<file path="src/design/s2ct_pkg.sv">
// shared constants and digit helpers for the seconds to clock text block
package s2ct_pkg;

    // field widths
    localparam int RAW_W   = 32;
    localparam int FMT_W   = 7;
    localparam int CHAR_W  = 8;
    localparam int LEN_W   = 4;
    localparam int TDATA_W = 72;

    // reciprocal constants for division by 60 and by 100, both with a 37 bit shift
    localparam logic [31:0] DIV60_MAGIC  = 32'h8888_8889;
    localparam logic [31:0] DIV100_MAGIC = 32'h51EB_851F;
    localparam int          DIV_SHIFT    = 37;

    // register map
    localparam logic REG_FORMAT = 1'b0;

    // ascii codes
    localparam logic [CHAR_W-1:0] CH_ZERO  = 8'h30;
    localparam logic [CHAR_W-1:0] CH_SPACE = 8'h20;
    localparam logic [CHAR_W-1:0] CH_COLON = 8'h3A;

    // text lengths
    localparam logic [LEN_W-1:0] LEN_SHORT = 4'd5;
    localparam logic [LEN_W-1:0] LEN_LONG  = 4'd8;

    // tens digit of a value below 100
    function automatic logic [3:0] digit_tens(input logic [6:0] v);
        logic [17:0] p;
        p = 18'(v) * 18'd205;
        return p[14:11];
    endfunction

    // units digit of a value below 100
    function automatic logic [3:0] digit_units(input logic [6:0] v);
        logic [6:0] t;
        t = 7'(digit_tens(v)) * 7'd10;
        return 4'(v - t);
    endfunction

    // ascii code of a decimal digit
    function automatic logic [CHAR_W-1:0] digit_char(input logic [3:0] d);
        return CH_ZERO + 8'(d);
    endfunction

endpackage

</file>
<file path="src/design/seconds_to_clock_text.sv">
// seconds to clock text converter: pipelined split into h, m, s and ascii formatting
//
// Takes a 32 bit count of seconds on the s_ stream and returns the eight
// characters of a clock display on the m_ stream, with the text length and a
// seconds flag. Hours wrap modulo 100. The layout comes from the signed
// display_format register on the APB port (address 0), written while idle.
//
// Pipeline: five register stages (divide by 60 twice, modulo 100, digits and
// output register). The input transfer loads the first stage, and a result
// moves through the stages in order to the output register behind m_tvalid. One
// item is taken every cycle while s_tready is high; each division step is a
// single reciprocal multiply by a 32 bit constant, which sets the stage depth.
//
// Each stage holds its item until the next one frees up, so when the receiver
// stalls the pipeline fills and s_tready drops only once every stage is full;
// nothing is lost or repeated. Reset empties all stages and clears the format
// register to zero (H:MM layout).
module seconds_to_clock_text
(
    input  logic                            clk,
    input  logic                            rst_n,

    input  logic                            s_tvalid,
    output logic                            s_tready,
    input  logic [s2ct_pkg::RAW_W-1:0]      s_tdata,   // raw_seconds[31:0]

    output logic                            m_tvalid,
    input  logic                            m_tready,
    // char_0[7:0], char_1, ..., char_7[63:56], text_length[67:64], zero fill
    output logic [s2ct_pkg::TDATA_W-1:0]    m_tdata,
    output logic                            m_tuser,   // shows_seconds

    input  logic                            psel,
    input  logic                            penable,
    input  logic                            pwrite,
    input  logic [2:0]                      paddr,
    input  logic [31:0]                     pwdata,
    output logic [31:0]                     prdata,
    output logic                            pready
);

    // configuration
    logic [s2ct_pkg::FMT_W-1:0] fmt_reg;
    logic                       fmt_sel;

    assign fmt_sel = (paddr[2] == s2ct_pkg::REG_FORMAT);
    assign pready  = 1'b1;
    assign prdata  = fmt_sel ? {25'd0, fmt_reg} : 32'd0;

    always_ff @(posedge clk or negedge rst_n)
    begin
        if (!rst_n)
        begin
            fmt_reg <= '0;
        end
        else if (psel && penable && pwrite && fmt_sel)
        begin
            fmt_reg <= pwdata[s2ct_pkg::FMT_W-1:0];
        end
    end

    // stage valids and ready chain
    logic v1_reg, v2_reg, v3_reg, v4_reg, out_valid_reg;
    logic rdy1, rdy2, rdy3, rdy4, rdy5;

    assign rdy5     = !out_valid_reg || m_tready;
    assign rdy4     = !v4_reg || rdy5;
    assign rdy3     = !v3_reg || rdy4;
    assign rdy2     = !v2_reg || rdy3;
    assign rdy1     = !v1_reg || rdy2;
    assign s_tready = rdy1;

    always_ff @(posedge clk or negedge rst_n)
    begin
        if (!rst_n)
        begin
            v1_reg        <= 1'b0;
            v2_reg        <= 1'b0;
            v3_reg        <= 1'b0;
            v4_reg        <= 1'b0;
            out_valid_reg <= 1'b0;
        end
        else
        begin
            if (rdy1)
            begin
                v1_reg <= s_tvalid;
            end
            if (rdy2)
            begin
                v2_reg <= v1_reg;
            end
            if (rdy3)
            begin
                v3_reg <= v2_reg;
            end
            if (rdy4)
            begin
                v4_reg <= v3_reg;
            end
            if (rdy5)
            begin
                out_valid_reg <= v4_reg;
            end
        end
    end

    // stage 1: raw * (2^37 / 60)
    logic [31:0] s1_raw_reg;
    logic [63:0] s1_prod_reg;
    logic [63:0] s1_prod_next;

    assign s1_prod_next = 64'(s_tdata) * 64'(s2ct_pkg::DIV60_MAGIC);

    always_ff @(posedge clk)
    begin
        if (rdy1)
        begin
            s1_raw_reg  <= s_tdata;
            s1_prod_reg <= s1_prod_next;
        end
    end

    // stage 2: total minutes, seconds, and minutes * (2^37 / 60)
    logic [26:0] q60;
    logic [31:0] q60_x60;
    logic [31:0] secs_full;
    logic [5:0]  s2_secs_reg;
    logic [26:0] s2_q60_reg;
    logic [58:0] s2_prod_reg;
    logic [58:0] s2_prod_next;

    assign q60          = s1_prod_reg[63:s2ct_pkg::DIV_SHIFT];
    assign q60_x60      = (32'(q60) << 6) - (32'(q60) << 2);
    assign secs_full    = s1_raw_reg - q60_x60;
    assign s2_prod_next = 59'(q60) * 59'(s2ct_pkg::DIV60_MAGIC);

    always_ff @(posedge clk)
    begin
        if (rdy2)
        begin
            s2_secs_reg <= secs_full[5:0];
            s2_q60_reg  <= q60;
            s2_prod_reg <= s2_prod_next;
        end
    end

    // stage 3: total hours, minutes, and hours * (2^37 / 100)
    logic [20:0] hrs_full;
    logic [26:0] hrs_x60;
    logic [26:0] mins_full;
    logic [5:0]  s3_secs_reg;
    logic [5:0]  s3_mins_reg;
    logic [20:0] s3_hrs_reg;
    logic [51:0] s3_prod_reg;
    logic [51:0] s3_prod_next;

    assign hrs_full     = s2_prod_reg[57:s2ct_pkg::DIV_SHIFT];
    assign hrs_x60      = (27'(hrs_full) << 6) - (27'(hrs_full) << 2);
    assign mins_full    = s2_q60_reg - hrs_x60;
    assign s3_prod_next = 52'(hrs_full) * 52'(s2ct_pkg::DIV100_MAGIC);

    always_ff @(posedge clk)
    begin
        if (rdy3)
        begin
            s3_secs_reg <= s2_secs_reg;
            s3_mins_reg <= mins_full[5:0];
            s3_hrs_reg  <= hrs_full;
            s3_prod_reg <= s3_prod_next;
        end
    end

    // stage 4: hours modulo 100
    logic [13:0] hq;
    logic [20:0] hq_x100;
    logic [20:0] hrs_mod;
    logic [5:0]  s4_secs_reg;
    logic [5:0]  s4_mins_reg;
    logic [6:0]  s4_hrs_reg;

    assign hq      = s3_prod_reg[50:s2ct_pkg::DIV_SHIFT];
    assign hq_x100 = 21'(hq) * 21'd100;
    assign hrs_mod = s3_hrs_reg - hq_x100;

    always_ff @(posedge clk)
    begin
        if (rdy4)
        begin
            s4_secs_reg <= s3_secs_reg;
            s4_mins_reg <= s3_mins_reg;
            s4_hrs_reg  <= hrs_mod[6:0];
        end
    end

    // stage 5: layout selection and ascii
    logic                              lead;
    logic [6:0]                        mag;
    logic                              long_form;
    logic                              use_secs;
    logic                              min_sec_form;
    logic [6:0]                        first_grp;
    logic [6:0]                        second_grp;
    logic [3:0]                        first_tens;
    logic [s2ct_pkg::TDATA_W-1:0]      m_data_next;
    logic [s2ct_pkg::TDATA_W-1:0]      m_data_reg;
    logic                              m_user_reg;
    logic [s2ct_pkg::CHAR_W-1:0]       c0, c5, c6, c7;
    logic [s2ct_pkg::LEN_W-1:0]        text_len;

    assign lead = fmt_reg[6];
    assign mag  = lead ? 7'(8'd128 - {1'b0, fmt_reg}) : fmt_reg;

    always_comb
    begin
        long_form = (mag == 7'd1);
        if (mag == 7'd0)
        begin
            use_secs = 1'b0;
        end
        else if (mag == 7'd1)
        begin
            use_secs = 1'b1;
        end
        else
        begin
            // minutes and seconds while under the threshold with no hours
            use_secs = (s4_hrs_reg == 7'd0) && (7'(s4_mins_reg) < mag);
        end
    end

    assign min_sec_form = use_secs && !long_form;
    assign first_grp    = min_sec_form ? 7'(s4_mins_reg) : s4_hrs_reg;
    assign second_grp   = min_sec_form ? 7'(s4_secs_reg) : 7'(s4_mins_reg);
    assign first_tens   = s2ct_pkg::digit_tens(first_grp);

    assign c0 = (first_tens != 4'd0 || lead) ? s2ct_pkg::digit_char(first_tens)
                                             : s2ct_pkg::CH_SPACE;
    assign c5 = long_form ? s2ct_pkg::CH_COLON : s2ct_pkg::CH_SPACE;
    assign c6 = long_form ? s2ct_pkg::digit_char(s2ct_pkg::digit_tens(7'(s4_secs_reg)))
                          : s2ct_pkg::CH_SPACE;
    assign c7 = long_form ? s2ct_pkg::digit_char(s2ct_pkg::digit_units(7'(s4_secs_reg)))
                          : s2ct_pkg::CH_SPACE;
    assign text_len = long_form ? s2ct_pkg::LEN_LONG : s2ct_pkg::LEN_SHORT;

    assign m_data_next = {4'd0, text_len, c7, c6, c5,
                          s2ct_pkg::digit_char(s2ct_pkg::digit_units(second_grp)),
                          s2ct_pkg::digit_char(s2ct_pkg::digit_tens(second_grp)),
                          s2ct_pkg::CH_COLON,
                          s2ct_pkg::digit_char(s2ct_pkg::digit_units(first_grp)),
                          c0};

    always_ff @(posedge clk)
    begin
        if (rdy5)
        begin
            m_data_reg <= m_data_next;
            m_user_reg <= use_secs;
        end
    end

    assign m_tvalid = out_valid_reg;
    assign m_tdata  = m_data_reg;
    assign m_tuser  = m_user_reg;

endmodule
</file>
<file path="config.mk">
export PLATFORM = sky130hd
export DESIGN_NAME = seconds_to_clock_text
export DESIGN_NICKNAME = d
export VERILOG_FILES = /design/src/design/s2ct_pkg.sv /design/src/design/seconds_to_clock_text.sv
export SDC_FILE = /design/constraint.sdc
export NUM_CORES = 2
export LEC_CHECK = 0
export BUFFER_PORTS_ARGS = -buffer_cell sky130_fd_sc_hd__buf_4
export CAP_MARGIN = 20
export CORE_ASPECT_RATIO = 1.75
export CORE_UTILIZATION = 40
export DETAILED_ROUTE_END_ITERATION = 16
export MAX_ROUTING_LAYER = met4
export PLACE_DENSITY = 0.62
export SLEW_MARGIN = 20
export SYNTH_ARGS = -nofsm -noshare
export SYNTH_HDL_FRONTEND = slang
export SYNTH_SLANG_ARGS = --single-unit
</file>
<file path="constraint.sdc">
create_clock -name clk -period 8.9 [get_ports clk]
set_input_delay 0.445 -clock clk [delete_from_list [all_inputs] [get_ports clk]]
set_output_delay 0.445 -clock clk [all_outputs]
set_load 0.03 [all_outputs]
</file>
==> out/qor.yml <==
slew_viol_final: 0
die_w_microns: 215
synth.area.top_cells: "fa_1, ha_1, edfxtp_1"
dr.pass1.iters: 4
die_area_sq_um: 80900
worst_setup_path_end_kind: "flip-flop"
largest_reg_flops: 27
synth_edf_count: 136
r2r-start: "s2_prod_reg[41]$_DFFE_PP_"
setup_viol: 0
synthFlopType: "edfxtp_1"
diodes: 0
clkSlewWorstSetupHoldPaths_ps: 70
dr_total_vias: 20500
min-delay-start: "pwdata[0]"
cts.sinks: 148
hold_viol_final: 0
cp_max_fo: 8
portBuffers: 87
async_reset_ff_share_pct: 8.11
finalNetCount: 4411
rows: 136
timing.fmax_mhz: 128
ys_seq_area_share_pct: 13.7
cts_buffers: 17
yosysWarnings: 0
drcViolationCount: 0
yosysTopAreaCell: "fa_1"
syn_area_per_cell_sq_um: 10.7
cts_max_level: 4
grt_max_degree: 36
worstMarginPinSlew_ps: 966
cts-root-buf: "clkbuf_16"
grt_pass1_vias: 22900
yosysUniqueCellTypes: 77
clk_path_buf_depth: 2
rsz0062_at_grt: "false"
worstPathRequired_ps: 9080
area_growth_pct: 7.18
syn_inst: 2977
drt-total-wl_microns: 77200
core_area_sq_um: 78800
start_util_pct: 40.5
synth_area_sq_um: 31900
hpwlAfterDp_microns: 70100
viasPerCell: 4.97
hold_class: "input port to flip-flop"
post-route-min-period_ps: 7790
cp.arrival_ps: 7970
finalWeightedCongestion: 0.985
post-route-period-util_pct: 87.6
reg2reg_depth: 22
layout-drive-gt1-share_pct: 5.20
nFillCells: 7554
grt_overflow_total: 0
synth_top_area_share_pct: 30.9
grt_usage_pct: 20.4
startpoint: "s2_prod_reg[41]$_DFFE_PP_"
first_iter_violations: 635
ys_ff_latch: 148
status: "completed"
max_cap_violations: 0
min_path_cells: 2
cts_tree: "done"
final.setup.tns_ps: 0
wl_per_cell_microns: 18.7
critPathKind: "flip-flop to flip-flop"
io_pins: 182
start_kind: "flip-flop"
clk-insertion-delay-late_ps: 440
die_y_microns: 376
instances_no_fill: 4129
dp_cells: 4096
slew_headroom_pct: 34.8
drtAntennaViolNets: 0
antenna_found_initial: 1
finClkSkew_ps: 13.9
grt_pass1_wl_microns: 122000
==> cell usage in the layout (no fill, tap or decap), types with 6 or more instances in the layout <==
cell / n
inv_1: 830
ha_1: 763
fa_1: 493
edfxtp_1: 136
buf_4: 95
a21oi_1: 81
a21o_1: 75
conb_1: 67
xnor2_1: 65
nor2_1: 52
nand2_1: 47
o21ai_0: 41
xor2_1: 29
nand4_1: 24
nand3_1: 19
a211oi_1: 18
and3_1: 17
clkbuf_16: 17
nor2b_1: 15
nand2b_1: 14
nor3_1: 13
o21a_1: 12
dfrtp_1: 12
o211ai_1: 10
o21bai_1: 10
or2_2: 8
mux2_2: 8
a211o_1: 7
a221oi_1: 6
and2_1: 6
==> cell families (layout without fill, tap and decap cells) <==
family                     Yosys count  after routing  synth area share [%]
and+or+nand+nor                    242            242                  4.00
muxes                               11             11                 0.376
xor gates and xnor gates            95             95                  2.65
DFF                                148            148                  13.7
other                                2             67                0.0235
adders and majority gates         1256           1256                  60.9
AOI/OAI and AO/OA                  314            314                  6.81
buffers and inverters              909            961                  11.6
==> cell usage after synthesis (all sizes together) (15+ instances only) <==
cell	instances
nor2b	15
inv	833
a21o	75
ha	763
a211oi	18
and3	17
a21oi	85
xor2	29
edfxtp	136
nand3	20
xnor2	65
fa	493
buf	73
nor2	52
nand4	25
nand2	47
o21ai	45
==> final timing paths <==
path | to | slack, ps
max | s3_prod_reg[41]$_DFFE_PP_ | 1110
min | fmt_reg[0]$_DFFE_PN0P_ | 240
max reg2reg | s3_prod_reg[41]$_DFFE_PP_ | 1110
min reg2reg | s4_hrs_reg[0]$_DFFE_PP_ | 420
max in group asynchronous | v4_reg$_DFFE_PN0P_ | 8340
min in group asynchronous | fmt_reg[5]$_DFFE_PN0P_ | 400
==> what timing repair did <==
item	CTS	global route
setup buffers	0	0
gates resized for setup	0	0
hold buffers	1	0
endpoints found under the hold margin	12	0
==> cell type report <==
class	count	area, sq um	area share (%)
Timing Repair Buffer	96	723	2.11
Inverter	833	3130	9.14
Multi-Input combinational cell	1985	24100	70.4
Sequential cell	148	4380	12.8
Tap cell	1035	1290	3.79
Clock buffer	19	433	1.27
Clock inverter	13	151	0.443
==> metal layers <==
metal	GRT usage, %	vias to the layer above	routed length [microns]
met3	1.15	226	1280
met2	40.4	418	44500
met1	18.1	10200	25300
met4	14.1	0	6090
met5	-	-	0
li1	-	9715	-
==> worst max-delay path, cell delays in order (launching register included) <==
cell      delay, ps
edfxtp_1        680
fa_1            680
inv_1            90
fa_1            500
inv_1            50
fa_1            510
inv_1            60
fa_1            500
inv_1            50
fa_1            480
fa_1            530
fa_1            490
ha_1            310
and4_1          200
nand4_1         250
a21oi_1          80
a221oi_1        620
a211oi_1        300
o41ai_1         500
buf_4           210
o21bai_1        100
a21oi_1         240
xnor2_1          90
==> through the flow <==
| stage | hold slack [ps] | instance area, sq um | utilization, % | setup slack [ps] |
|---|---|---|---|---|
| after floorplan | 149 | 32200 | - | 2100 |
| after global placement | 299 | 33600 | 42.6 | 1230 |
| after detailed placement | 299 | 33600 | 42.6 | 1200 |
| after CTS | 225 | 34200 | 43.4 | 1150 |
| after global routing | 230 | 34200 | 43.4 | 787 |
| final | 243 | 34200 | 43.4 | 1110 |
Power is not shown: default switching activity piles up to over one toggle a cycle in this logic, so the estimate is an artifact.
